===== src/design/cobc_pkg.sv =====
// Shared types, constants and tables for the circle versus oriented box test.
`default_nettype none

package cobc_pkg;

    localparam int CORDIC_STEPS = 14;
    localparam int CORDIC_LAT   = CORDIC_STEPS + 1;
    localparam int CX_W         = 34;
    localparam int CZ_W         = 22;
    localparam int CORDIC_GAIN  = 652032874;
    localparam int SQRT_LAT     = 30;
    localparam int SQRT_IN_W    = 2 * SQRT_LAT;
    localparam int DIV_BITS     = 15;
    localparam int DIV_LAT      = DIV_BITS + 1;
    localparam int PIPE_LAT     = CORDIC_LAT + SQRT_LAT + DIV_LAT + 7;
    localparam int NORM_ONE     = 16384;

    typedef struct packed {
        logic signed [31:0] circle_x;
        logic signed [31:0] circle_y;
        logic        [23:0] circle_radius;
        logic signed [31:0] box_x;
        logic signed [31:0] box_y;
        logic        [15:0] box_angle;
        logic        [23:0] box_width;
        logic        [23:0] box_height;
        logic               box_first;
    } t_in;

    typedef struct packed {
        logic               hit;
        logic        [25:0] penetration;
        logic signed [15:0] normal_x;
        logic signed [15:0] normal_y;
        logic signed [31:0] contact_x;
        logic signed [31:0] contact_y;
    } t_out;

    // arctangent table, units of 2^-22 turn
    function automatic logic signed [CZ_W-1:0] cordic_atan(input int i);
        logic signed [CZ_W-1:0] v;
        case (i)
            0:       v = 22'sd524288;
            1:       v = 22'sd309505;
            2:       v = 22'sd163534;
            3:       v = 22'sd83012;
            4:       v = 22'sd41667;
            5:       v = 22'sd20854;
            6:       v = 22'sd10430;
            7:       v = 22'sd5215;
            8:       v = 22'sd2608;
            9:       v = 22'sd1304;
            10:      v = 22'sd652;
            11:      v = 22'sd326;
            12:      v = 22'sd164;
            13:      v = 22'sd82;
            default: v = 22'sd0;
        endcase
        return v;
    endfunction

endpackage

`default_nettype wire


===== src/design/cobc_isqrt.sv =====
// Pipelined integer square root, one root bit per stage.
`default_nettype none

module cobc_isqrt import cobc_pkg::*; (
    input  wire                  i_clk,
    input  wire                  i_en,
    input  wire  [SQRT_IN_W-1:0] i_rad,
    output logic [SQRT_LAT-1:0]  o_root
);

    logic [SQRT_LAT+2:0]  r_rem  [SQRT_LAT];
    logic [SQRT_LAT-1:0]  r_root [SQRT_LAT];
    logic [SQRT_IN_W-1:0] r_rad  [SQRT_LAT];
    logic [SQRT_LAT+2:0]  s_rem  [SQRT_LAT];
    logic [SQRT_LAT-1:0]  s_root [SQRT_LAT];
    logic [SQRT_IN_W-1:0] s_rad  [SQRT_LAT];
    logic [SQRT_LAT+2:0]  n_rem  [SQRT_LAT];
    logic [SQRT_LAT-1:0]  n_root [SQRT_LAT];
    logic [SQRT_LAT+2:0]  t_v    [SQRT_LAT];
    logic [SQRT_LAT+2:0]  trial  [SQRT_LAT];

    always_comb begin
        s_rem[0]  = '0;
        s_root[0] = '0;
        s_rad[0]  = i_rad;
        for (int i = 1; i < SQRT_LAT; i++) begin
            s_rem[i]  = r_rem[i-1];
            s_root[i] = r_root[i-1];
            s_rad[i]  = r_rad[i-1];
        end
        for (int i = 0; i < SQRT_LAT; i++) begin
            t_v[i]   = {s_rem[i][SQRT_LAT:0], s_rad[i][SQRT_IN_W-1 -: 2]};
            trial[i] = {1'b0, s_root[i], 2'b01};
            if (t_v[i] >= trial[i]) begin
                n_rem[i]  = t_v[i] - trial[i];
                n_root[i] = {s_root[i][SQRT_LAT-2:0], 1'b1};
            end else begin
                n_rem[i]  = t_v[i];
                n_root[i] = {s_root[i][SQRT_LAT-2:0], 1'b0};
            end
        end
    end

    always_ff @(posedge i_clk) begin
        if (i_en) begin
            for (int i = 0; i < SQRT_LAT; i++) begin
                r_rem[i]  <= n_rem[i];
                r_root[i] <= n_root[i];
                r_rad[i]  <= {s_rad[i][SQRT_IN_W-3:0], 2'b00};
            end
        end
    end

    assign o_root = r_root[SQRT_LAT-1];

endmodule

`default_nettype wire


===== config.mk =====
export PLATFORM = sky130hd
export DESIGN_NAME = cobc_isqrt
export DESIGN_NICKNAME = d
export VERILOG_FILES = /design/src/design/cobc_pkg.sv /design/src/design/cobc_isqrt.sv
export SDC_FILE = /design/constraint.sdc
export NUM_CORES = 2
export LEC_CHECK = 0
export BUFFER_PORTS_ARGS = -buffer_cell sky130_fd_sc_hd__buf_2
export CAP_MARGIN = 10
export CORE_ASPECT_RATIO = 0.9
export CORE_MARGIN = 2
export CORE_UTILIZATION = 35
export CTS_BUF_LIST = sky130_fd_sc_hd__clkbuf_4 sky130_fd_sc_hd__clkbuf_8 sky130_fd_sc_hd__clkbuf_16
export CTS_CLUSTER_DIAMETER = 30
export DETAILED_ROUTE_END_ITERATION = 16
export GPL_TIMING_DRIVEN = 0
export PLACE_DENSITY = 0.56
export SLEW_MARGIN = 20
export SYNTH_ARGS = -nofsm -noshare
export SYNTH_HDL_FRONTEND = slang
export SYNTH_SLANG_ARGS = --single-unit

===== constraint.sdc =====
create_clock -name i_clk -period 6.2 [get_ports i_clk]
set_clock_uncertainty 0.15 [all_clocks]
set_input_delay 1.24 -clock i_clk [delete_from_list [all_inputs] [get_ports i_clk]]
set_output_delay 1.24 -clock i_clk [all_outputs]
set_load 0.05 [all_outputs]

==> summary.txt <==
Status -> finished clean
Number of enable flip-flop cells after synthesis -> 2191
CTS Buffer Depth -> 4
Worst Setup Start Kind -> register
Clk pin slew, worst setup/hold paths -> 0.06 ns
Crit path top cell by count -> o21ai_0
# hold bufs at CTS -> 0
Initial Util -> 35.2%
First-pass GRT wire length -> 347000 um
Synth-to-layout area growth -> 21.6%
Filler cells -> 26684
Commonest non-fill, non-tap cells in the layout -> edfxtp_1 (2191), inv_1 (619), nand2_1 (532)
Met3 Track Usage GR -> 2.41%
FFs w/ async S/R, synth -> 0%
Synth cell types -> 84
Post-placement cell area -> 108000 um2
Final Instance Area -> 124000 um2
Register area share after synthesis -> 64.3%
WP buf/inv -> 2
Routability cong. -> 0.897
RSZ-0062 raised after global routing -> false
H-tree levels -> 5
Critical Path AT -> 5.53 ns
Reg-to-Reg End -> r_rem[1][133]$_DFFE_PP_
Post-Route WL -> 220000 um
FMAX -> 197 MHz
Tmin final -> 5.08 ns
Number of clock sinks -> 2191
Via count -> 63180
# Post-CTS Setup Buffers -> 0
CP endpoint kind -> register
IO Count -> 92
CP Depth -> 10
Die ar. -> 297000 um2
Share of cells above drive strength 1 -> 12.1%
Post-route ant nets -> 0
Final period utilization -> 82.0%
Core ar. -> 291000 um2
Largest net degree at the start of global routing -> 143
Die Wd -> 574 um
Post-synthesis cell area -> 102000 um2
Total track usage -> 14.4%
CP Launch Point -> r_root[1][94]$_DFFE_PP_
R2R Setup Slk -> 1.12 ns
Post-Syn Instances -> 7894
Wire per inst -> 17.2 um
Kind of critical path -> register to register
Syn Nets -> 8452
Hold crit path type -> register to register
Vias in the first global route -> 63171
Maxcap violations -> 0
Post-Place Cells -> 11897
Root cell of the clock tree -> clkbuf_16
Clk Latency, worst-skew pair -> 0.95 ns
Slowest stage delay, CP -> 0.94 ns
Syn_area_per_cell -> 13.0 um2
Critical path endpoint -> r_rem[1][133]$_DFFE_PP_
Relative max-transition margin -> 27.6%
Setup TNS -> 0 ns
Rows -> 188
Peak VDD IR -> 0.000248 V
Port bufs -> 91
Most used DFF post-synth -> edfxtp_1
Worst path top cell family by delay -> compound AO/OA/AOI/OAI gates
Cell Chain, Critical Path -> inv_1 -> ha_1 -> a21oi_1 -> o21ai_0 -> a21o_1 -> a2111oi_0 -> o21ai_0 -> a21oi_1 -> clkbuf_1 -> o21ai_0
Nets@finish -> 9033
Count of final setup violators -> 0
Critical R2R Launch -> r_root[1][94]$_DFFE_PP_
Initial antenna violation count -> 2
Fin cells -> 12781
Avg Vias per Cell -> 4.94
LEAKAGE -> 47.8 nW
CTS buffer count -> 471
Commonest non-fill, non-tap cell in the layout -> edfxtp_1
Chip height -> 517 um
Remaining global-route overflow -> 0
Cell Pwr Density -> 430 nW/um2
Final Hold Viols -> 0
Yosys Warn Count -> 0
Overall Power -> 53.6 mW
DP HPWL -> 154000 um
Final Max Slew Viols -> 0
Drt drc -> 0
CP max-delay cell -> a21oi_1
CTS tree -> done
Initial DRT Pass Iterations -> 6
DR iter-0 viols -> 4642
Post-cts resize count -> 0
Worst Path Max Fanout -> 10
GRT met1 Usage -> 19.2%
Dpl ws -> 1.01 ns
Worst EP required -> 6.64 ns
Register bit count reported by yosys -> 2191
Worst r2r path cells -> 10
Slew @ Worst Pin -> 1.09 ns
GR peak layer -> met2
Met2 Use GR -> 23.5%
Final worst slack -> 1.12 ns
-- cell families after synthesis --
| family | Yosys count | synth area share, % |
|---|---|---|
| AND/OR/NAND/NOR | 2010 | 9.88 |
| flip-flops | 2191 | 64.3 |
| AO/OA/AOI/OAI | 1600 | 9.70 |
| adder cells (fa/ha/maj) | 496 | 6.06 |
| buffers and inverters | 781 | 2.88 |
| other | 1 | 0.00366 |
| XOR/XNOR | 717 | 6.13 |
| multiplexers | 98 | 1.06 |
-- cells in the mapped netlist, drive strengths merged, types with 146 or more instances --
cell type / count / area share (%)
edfxtp: 2191 / 64
inv: 619 / 2.3
clkbuf: 146 / 0.54
nand2: 532 / 2.0
nor2: 424 / 1.6
nor3: 204 / 1.0
a21oi: 468 / 2.3
ha: 496 / 6.1
o21ai: 445 / 2.2
xor2: 352 / 3.0
xnor2: 365 / 3.1
a21o: 223 / 1.6
-- stage by stage --
stage / utilization (%) / hold slack [ns]
after global placement: 37.0 / 0.250
after detailed placement: 37.2 / 0.255
after global routing: 42.7 / 0.237
after CTS: 42.7 / 0.195
after floorplan: - / 0.250
final: 42.7 / 0.240
-- layout make-up --
| class | instances | area [um2] | area share [%] |
|---|---|---|---|
| Antenna cell | 2 | 5.00 | 0.00402 |
| Buffer | 161 | 624 | 0.502 |
| Clock buffer | 529 | 12300 | 9.91 |
| Clock inverter | 353 | 3920 | 3.15 |
| Inverter | 620 | 2330 | 1.87 |
| Multi-Input combinational cell | 4922 | 33600 | 27.0 |
| Sequential cell | 2191 | 65800 | 52.9 |
| Tap cell | 3895 | 4870 | 3.92 |
| Timing Repair Buffer | 108 | 938 | 0.754 |
-- state kept, by name, summed over array words and instances, names as in the netlist --
name and count:
r_rad 870, r_rem 856, r_root 465
-- metal layers --
layer	vias up	share of wire, %
li1	30707	-
met1	30462	46
met2	1534	46
met3	477	4.7
met4	0	3.3
met5	-	0
-- how the worst min path moves through the flow --
| stage | start | slack, ns | to | depth (start not counted) |
|---|---|---|---|---|
| finish | r_rad[0][515]$_DFFE_PP_ | 0.24 | r_rad[0][575]$_DFFE_PP_ | 0 |
| CTS | i_rad[8] | 0.19 | r_rad[0][8]$_DFFE_PP_ | 1 |
| floorplan | r_rad[0][40]$_DFFE_PP_ | 0.25 | r_rad[0][100]$_DFFE_PP_ | 0 |
| global placement | r_rad[0][454]$_DFFE_PP_ | 0.25 | r_rad[0][514]$_DFFE_PP_ | 0 |
| detailed placement | r_rad[0][64]$_DFFE_PP_ | 0.25 | r_rad[0][124]$_DFFE_PP_ | 0 |
| global route | i_rad[17] | 0.24 | r_rad[0][17]$_DFFE_PP_ | 1 |
-- power by group --
group / switching [mW] / total (mW) / internal, mW
Sequential: 1.15 / 19.9 / 18.8
Combinational: 5.09 / 8.67 / 3.58
Clock: 8.03 / 25.0 / 16.9
Total: 14.3 / 53.6 / 39.3
(Power assumes the default switching activity.)
