[src/design/cobc_pkg.sv]
// Shared types, constants and tables for the circle versus oriented box test.
`default_nettype none

package cobc_pkg;

    localparam int CORDIC_STEPS = 14;
    localparam int CORDIC_LAT   = CORDIC_STEPS + 1;
    localparam int CX_W         = 34;
    localparam int CZ_W         = 22;
    localparam int CORDIC_GAIN  = 652032874;
    localparam int SQRT_LAT     = 30;
    localparam int SQRT_IN_W    = 2 * SQRT_LAT;
    localparam int DIV_BITS     = 15;
    localparam int DIV_LAT      = DIV_BITS + 1;
    localparam int PIPE_LAT     = CORDIC_LAT + SQRT_LAT + DIV_LAT + 7;
    localparam int NORM_ONE     = 16384;

    typedef struct packed {
        logic signed [31:0] circle_x;
        logic signed [31:0] circle_y;
        logic        [23:0] circle_radius;
        logic signed [31:0] box_x;
        logic signed [31:0] box_y;
        logic        [15:0] box_angle;
        logic        [23:0] box_width;
        logic        [23:0] box_height;
        logic               box_first;
    } t_in;

    typedef struct packed {
        logic               hit;
        logic        [25:0] penetration;
        logic signed [15:0] normal_x;
        logic signed [15:0] normal_y;
        logic signed [31:0] contact_x;
        logic signed [31:0] contact_y;
    } t_out;

    // arctangent table, units of 2^-22 turn
    function automatic logic signed [CZ_W-1:0] cordic_atan(input int i);
        logic signed [CZ_W-1:0] v;
        case (i)
            0:       v = 22'sd524288;
            1:       v = 22'sd309505;
            2:       v = 22'sd163534;
            3:       v = 22'sd83012;
            4:       v = 22'sd41667;
            5:       v = 22'sd20854;
            6:       v = 22'sd10430;
            7:       v = 22'sd5215;
            8:       v = 22'sd2608;
            9:       v = 22'sd1304;
            10:      v = 22'sd652;
            11:      v = 22'sd326;
            12:      v = 22'sd164;
            13:      v = 22'sd82;
            default: v = 22'sd0;
        endcase
        return v;
    endfunction

endpackage

`default_nettype wire

[src/design/cobc_cordic.sv]
// Pipelined CORDIC giving cos and sin of a binary angle in Q2.14.
`default_nettype none

module cobc_cordic import cobc_pkg::*; (
    input  wire                i_clk,
    input  wire                i_en,
    input  wire         [15:0] i_angle,
    output logic signed [15:0] o_cos,
    output logic signed [15:0] o_sin
);

    localparam logic [1:0] QUAD_0 = 2'd0;
    localparam logic [1:0] QUAD_1 = 2'd1;
    localparam logic [1:0] QUAD_2 = 2'd2;

    logic signed [CX_W-1:0] r_x [CORDIC_STEPS];
    logic signed [CX_W-1:0] r_y [CORDIC_STEPS];
    logic signed [CZ_W-1:0] r_z [CORDIC_STEPS];
    logic        [1:0]      r_q [CORDIC_STEPS];
    logic signed [CX_W-1:0] s_x [CORDIC_STEPS];
    logic signed [CX_W-1:0] s_y [CORDIC_STEPS];
    logic signed [CZ_W-1:0] s_z [CORDIC_STEPS];
    logic        [1:0]      s_q [CORDIC_STEPS];
    logic signed [CX_W-1:0] n_x [CORDIC_STEPS];
    logic signed [CX_W-1:0] n_y [CORDIC_STEPS];
    logic signed [CZ_W-1:0] n_z [CORDIC_STEPS];
    logic signed [17:0]     cr, sr;
    logic signed [15:0]     cc, sc;
    logic signed [15:0]     n_cos, n_sin;

    always_comb begin
        s_x[0] = CX_W'(CORDIC_GAIN);
        s_y[0] = '0;
        s_z[0] = CZ_W'({i_angle[13:0], 6'b0});
        s_q[0] = i_angle[15:14];
        for (int i = 1; i < CORDIC_STEPS; i++) begin
            s_x[i] = r_x[i-1];
            s_y[i] = r_y[i-1];
            s_z[i] = r_z[i-1];
            s_q[i] = r_q[i-1];
        end
        for (int i = 0; i < CORDIC_STEPS; i++) begin
            if (s_z[i] >= 0) begin
                n_x[i] = s_x[i] - (s_y[i] >>> i);
                n_y[i] = s_y[i] + (s_x[i] >>> i);
                n_z[i] = s_z[i] - cordic_atan(i);
            end else begin
                n_x[i] = s_x[i] + (s_y[i] >>> i);
                n_y[i] = s_y[i] - (s_x[i] >>> i);
                n_z[i] = s_z[i] + cordic_atan(i);
            end
        end
    end

    always_comb begin
        cr = 18'((r_x[CORDIC_STEPS-1] + CX_W'(32768)) >>> 16);
        sr = 18'((r_y[CORDIC_STEPS-1] + CX_W'(32768)) >>> 16);
        if (cr > 18'sd16384) begin
            cc = 16'(NORM_ONE);
        end else if (cr < -18'sd16384) begin
            cc = -16'(NORM_ONE);
        end else begin
            cc = 16'(cr);
        end
        if (sr > 18'sd16384) begin
            sc = 16'(NORM_ONE);
        end else if (sr < -18'sd16384) begin
            sc = -16'(NORM_ONE);
        end else begin
            sc = 16'(sr);
        end
        case (r_q[CORDIC_STEPS-1])
            QUAD_0: begin
                n_cos = cc;
                n_sin = sc;
            end
            QUAD_1: begin
                n_cos = -sc;
                n_sin = cc;
            end
            QUAD_2: begin
                n_cos = -cc;
                n_sin = -sc;
            end
            default: begin
                n_cos = sc;
                n_sin = -cc;
            end
        endcase
    end

    always_ff @(posedge i_clk) begin
        if (i_en) begin
            for (int i = 0; i < CORDIC_STEPS; i++) begin
                r_x[i] <= n_x[i];
                r_y[i] <= n_y[i];
                r_z[i] <= n_z[i];
                r_q[i] <= s_q[i];
            end
            o_cos <= n_cos;
            o_sin <= n_sin;
        end
    end

endmodule

`default_nettype wire

[config.mk]
export PLATFORM = sky130hd
export DESIGN_NAME = cobc_cordic
export DESIGN_NICKNAME = d
export VERILOG_FILES = /design/src/design/cobc_pkg.sv /design/src/design/cobc_cordic.sv
export SDC_FILE = /design/constraint.sdc
export NUM_CORES = 2
export LEC_CHECK = 0
export ABC_AREA = 1
export ABC_CLOCK_PERIOD_IN_PS = 4500
export BUFFER_PORTS_ARGS = -buffer_cell sky130_fd_sc_hd__buf_4
export CORE_UTILIZATION = 42
export DETAILED_ROUTE_END_ITERATION = 6
export PLACE_DENSITY_LB_ADDON = 0.3
export SYNTH_ARGS = -nofsm -noshare
export SYNTH_HDL_FRONTEND = slang
export SYNTH_SLANG_ARGS = --single-unit
[constraint.sdc]
create_clock -name i_clk -period 4.5 [get_ports i_clk]
set_input_delay 0 -clock i_clk [delete_from_list [all_inputs] [get_ports i_clk]]
set_output_delay 0 -clock i_clk [all_outputs]
set_load 0.03 [all_outputs]
==> results.json <==
{
  "clk_pin_slew_ns": 0.06,
  "wl_mm": 290,
  "grt_use_total_pct": 24.5,
  "initial_core_util_pct": 42.3,
  "drc": 6,
  "cts_tree": "built",
  "clock.fmax_mhz": 232,
  "cts.sinks": 1086,
  "seqCellArea_mm2": 0.0326,
  "hold_path_class": "in2reg",
  "synth.yosys.seq_area_share_pct": 34.2,
  "antenna_found_initial": 5,
  "nets": 13424,
  "clockBufferDepth": 3,
  "first_iter_violations": 5885,
  "setup_viol": 0,
  "dieArea_mm2": 0.229,
  "gr-total-overflow": 0,
  "mostFrequentLayoutCells": "nand2_1, inv_1, edfxtp_1",
  "r2r_end": "r_y[0][264]",
  "grt_pass1_vias": 80674,
  "drive_gt1_share_pct": 10.8,
  "cp.required_ns": 5.11,
  "fin_crit_sh_pct": 95.7,
  "fp-row-count": 174,
  "htreeDepth": 4,
  "dp_hpwl_mm": 238,
  "cts_buffers": 130,
  "cap_violations": 0,
  "maxSlewHeadroom_pct": 33.8,
  "grt_pass1_wl_mm": 447,
  "fin_crit_ns": 4.31,
  "fin_ws_ns": 0.192,
  "yosys.area.top_type_share_pct": 34.2,
  "grt_max_degree": 137,
  "ys_ff_latch": 1086,
  "arrival_ns": 4.91,
  "syn_inst": 11579,
  "multi_input_area_mm2": 0.0588,
  "io_buffers": 49,
  "place_congestion": 0.958,
  "rr_startpoint": "r_z[0][146]",
  "die_h_um": 479,
  "areaGrowthSynthToFinish_pct": 16.4,
  "ant_nets": 0,
  "clk_latency_ns": 0.82,
  "via_count": 83738,
  "crit_type": "reg2reg",
  "routed_via_density": 5.41,
  "end_kind": "register",
  "violations": "design-rule violations",
  "synth_edf_count": 1086,
  "tightest_slew_ns": 0.992,
  "synth.avg_cell_area_um2": 8.24,
  "async_flop_share_pct": 0,
  "hold_start": "i_en",
  "firstDrtPassIters": 7,
  "io-pin-count": 50,
  "core_mm2": 0.225,
  "ys.warnings.count": 0,
  "critPathMaxFanout": 16,
  "startpoint_type": "register",
  "hold_path_end": "r_x[0][234]",
  "synth_ff_type": "edfxtp_1",
  "reg2reg_depth": 22,
  "cts-root-buf": "clkbuf_16",
  "final_hold_viol_count": 0,
  "rsz0062_at_grt": "yes",
  "wl_per_cell_um": 18.8,
  "final_max_slew_viol_count": 0,
  "hold_depth": 2,
  "yosysTopAreaCell": "edfxtp_1",
  "syn-cell-area_mm2": 0.0954,
  "syn_nets": 12629,
  "r2r_slack_ns": 0.19,
  "die_x_um": 479,
  "nFillCells": 21503,
  "status": "finished, violations left",
  "layout_commonest_cell": "nand2_1",
  "fin_skew_ns": 0.0590,
  "ys_top_cells_by_area": "edfxtp_1, ha_1, xor2_1, nand2_1, a21oi_1",
  "synth_cell_types": 71,
  "pre_cts_ws_ns": -0.223
}
==> per-layer routing <==
layer / share of wire, % / up-vias / global-route usage [%]
met5: 0.0045 / - / 0
met4: 3.0 / 2 / 7.05
met3: 4.4 / 456 / 2.77
met2: 48 / 1961 / 42.9
met1: 44 / 39713 / 31.7
li1: - / 41606 / -
==> final cells by class <==
| class | count | area share [%] |
|---|---|---|
| multi-input cells | 9029 | 53.0 |
| flip-flops and latches | 1086 | 29.4 |
| repair buffers | 762 | 5.49 |
| inverters | 1365 | 4.62 |
| well taps | 2992 | 3.37 |
| clock buffers | 149 | 3.00 |
| clock inverters | 89 | 1.11 |
| diodes | 1 | 0.00225 |
==> through the flow <==
step	hold slack (ns)	utilization (%)	TNS, ns	std cells	area (um2)
2_1_floorplan	0.0989	-	0	11579	95400
3_3_place_gp	0.179	46.0	-1.88	15123	104000
3_5_place_dp	0.180	46.0	-2.01	15123	104000
4_1_cts	0.276	48.3	-0.119	15396	109000
5_1_grt	0.310	49.2	-0.829	15472	111000
6_report	0.307	49.2	0	15473	111000
==> cell usage after synthesis, drive strengths merged, types with 29 or more instances <==
cell / number
a211oi: 29
a21boi: 96
a21o: 75
a21oi: 1094
a221oi: 36
a31oi: 218
clkbuf: 76
edfxtp: 1086
fa: 29
ha: 1003
inv: 1358
nand2: 2144
nand3: 393
nand4: 97
nor2: 1008
nor3: 233
nor4: 86
o211ai: 36
o21a: 42
o21ai: 626
o21bai: 57
o31ai: 115
or2: 33
xnor2: 486
xor2: 963
==> sequential cells by signal (all words and copies together) (netlist names) <==
name   count
r_q       28
r_z      241
o_cos     16
o_sin     16
r_x      393
r_y      392
==> cell families after synthesis <==
kind of cell | after synthesis | share of synthesized area (%)
AND/OR/NAND/NOR | 4060 | 17.9
XOR/XNOR | 1452 | 13.4
buffers and inverters | 1464 | 5.81
AO/OA/AOI/OAI | 2485 | 14.9
flip-flops | 1086 | 34.2
adder cells (fa/ha/maj) | 1032 | 13.8
==> worst max-delay path by stage <==
| stage | start | end | slack, ns | cells past startpoint |
|---|---|---|---|---|
| floorplan | r_z[0][96] | r_y[0][196] | 0.26 | 21 |
| global placement | r_x[0][141] | r_y[0][197] | -0.24 | 22 |
| detailed placement | r_x[0][177] | r_y[0][237] | -0.22 | 19 |
| CTS | r_z[0][144] | r_y[0][271] | -0.10 | 23 |
| global route | r_z[0][146] | r_y[0][264] | -0.11 | 22 |
| finish | r_z[0][146] | r_y[0][264] | 0.19 | 22 |
==> critical path, stage by stage (launching register included) <==
cell and delay [ns]:
edfxtp_1 0.42, nor4_4 0.31, and2_4 0.18, nand3_2 0.07, nand3b_1 0.21, nand2_2 0.15, buf_12 0.17, buf_12 0.12
clkbuf_16 0.17, nor2_1 0.06, xor2_1 0.24, ha_1 0.35, a21oi_1 0.15, inv_1 0.07, a31oi_1 0.26, o31ai_4 0.15
a21oi_2 0.19, inv_1 0.05, nand2_1 0.05, nand2_1 0.09, a21boi_2 0.20, o21ai_0 0.12, xor2_1 0.30
==> timing repair <==
action                                 CTS  global route
buffers inserted                         2            74
pin swaps                                3            95
setup endpoints to repair               44           229
cloned                                   0             2
hold buffers                            33             0
resized for setup                       39           400
endpoints found under the hold margin  184             0
Power is left out: the tool's default activity adds up to more than one toggle a clock period on the data nets, which glitch-free logic cannot reach.
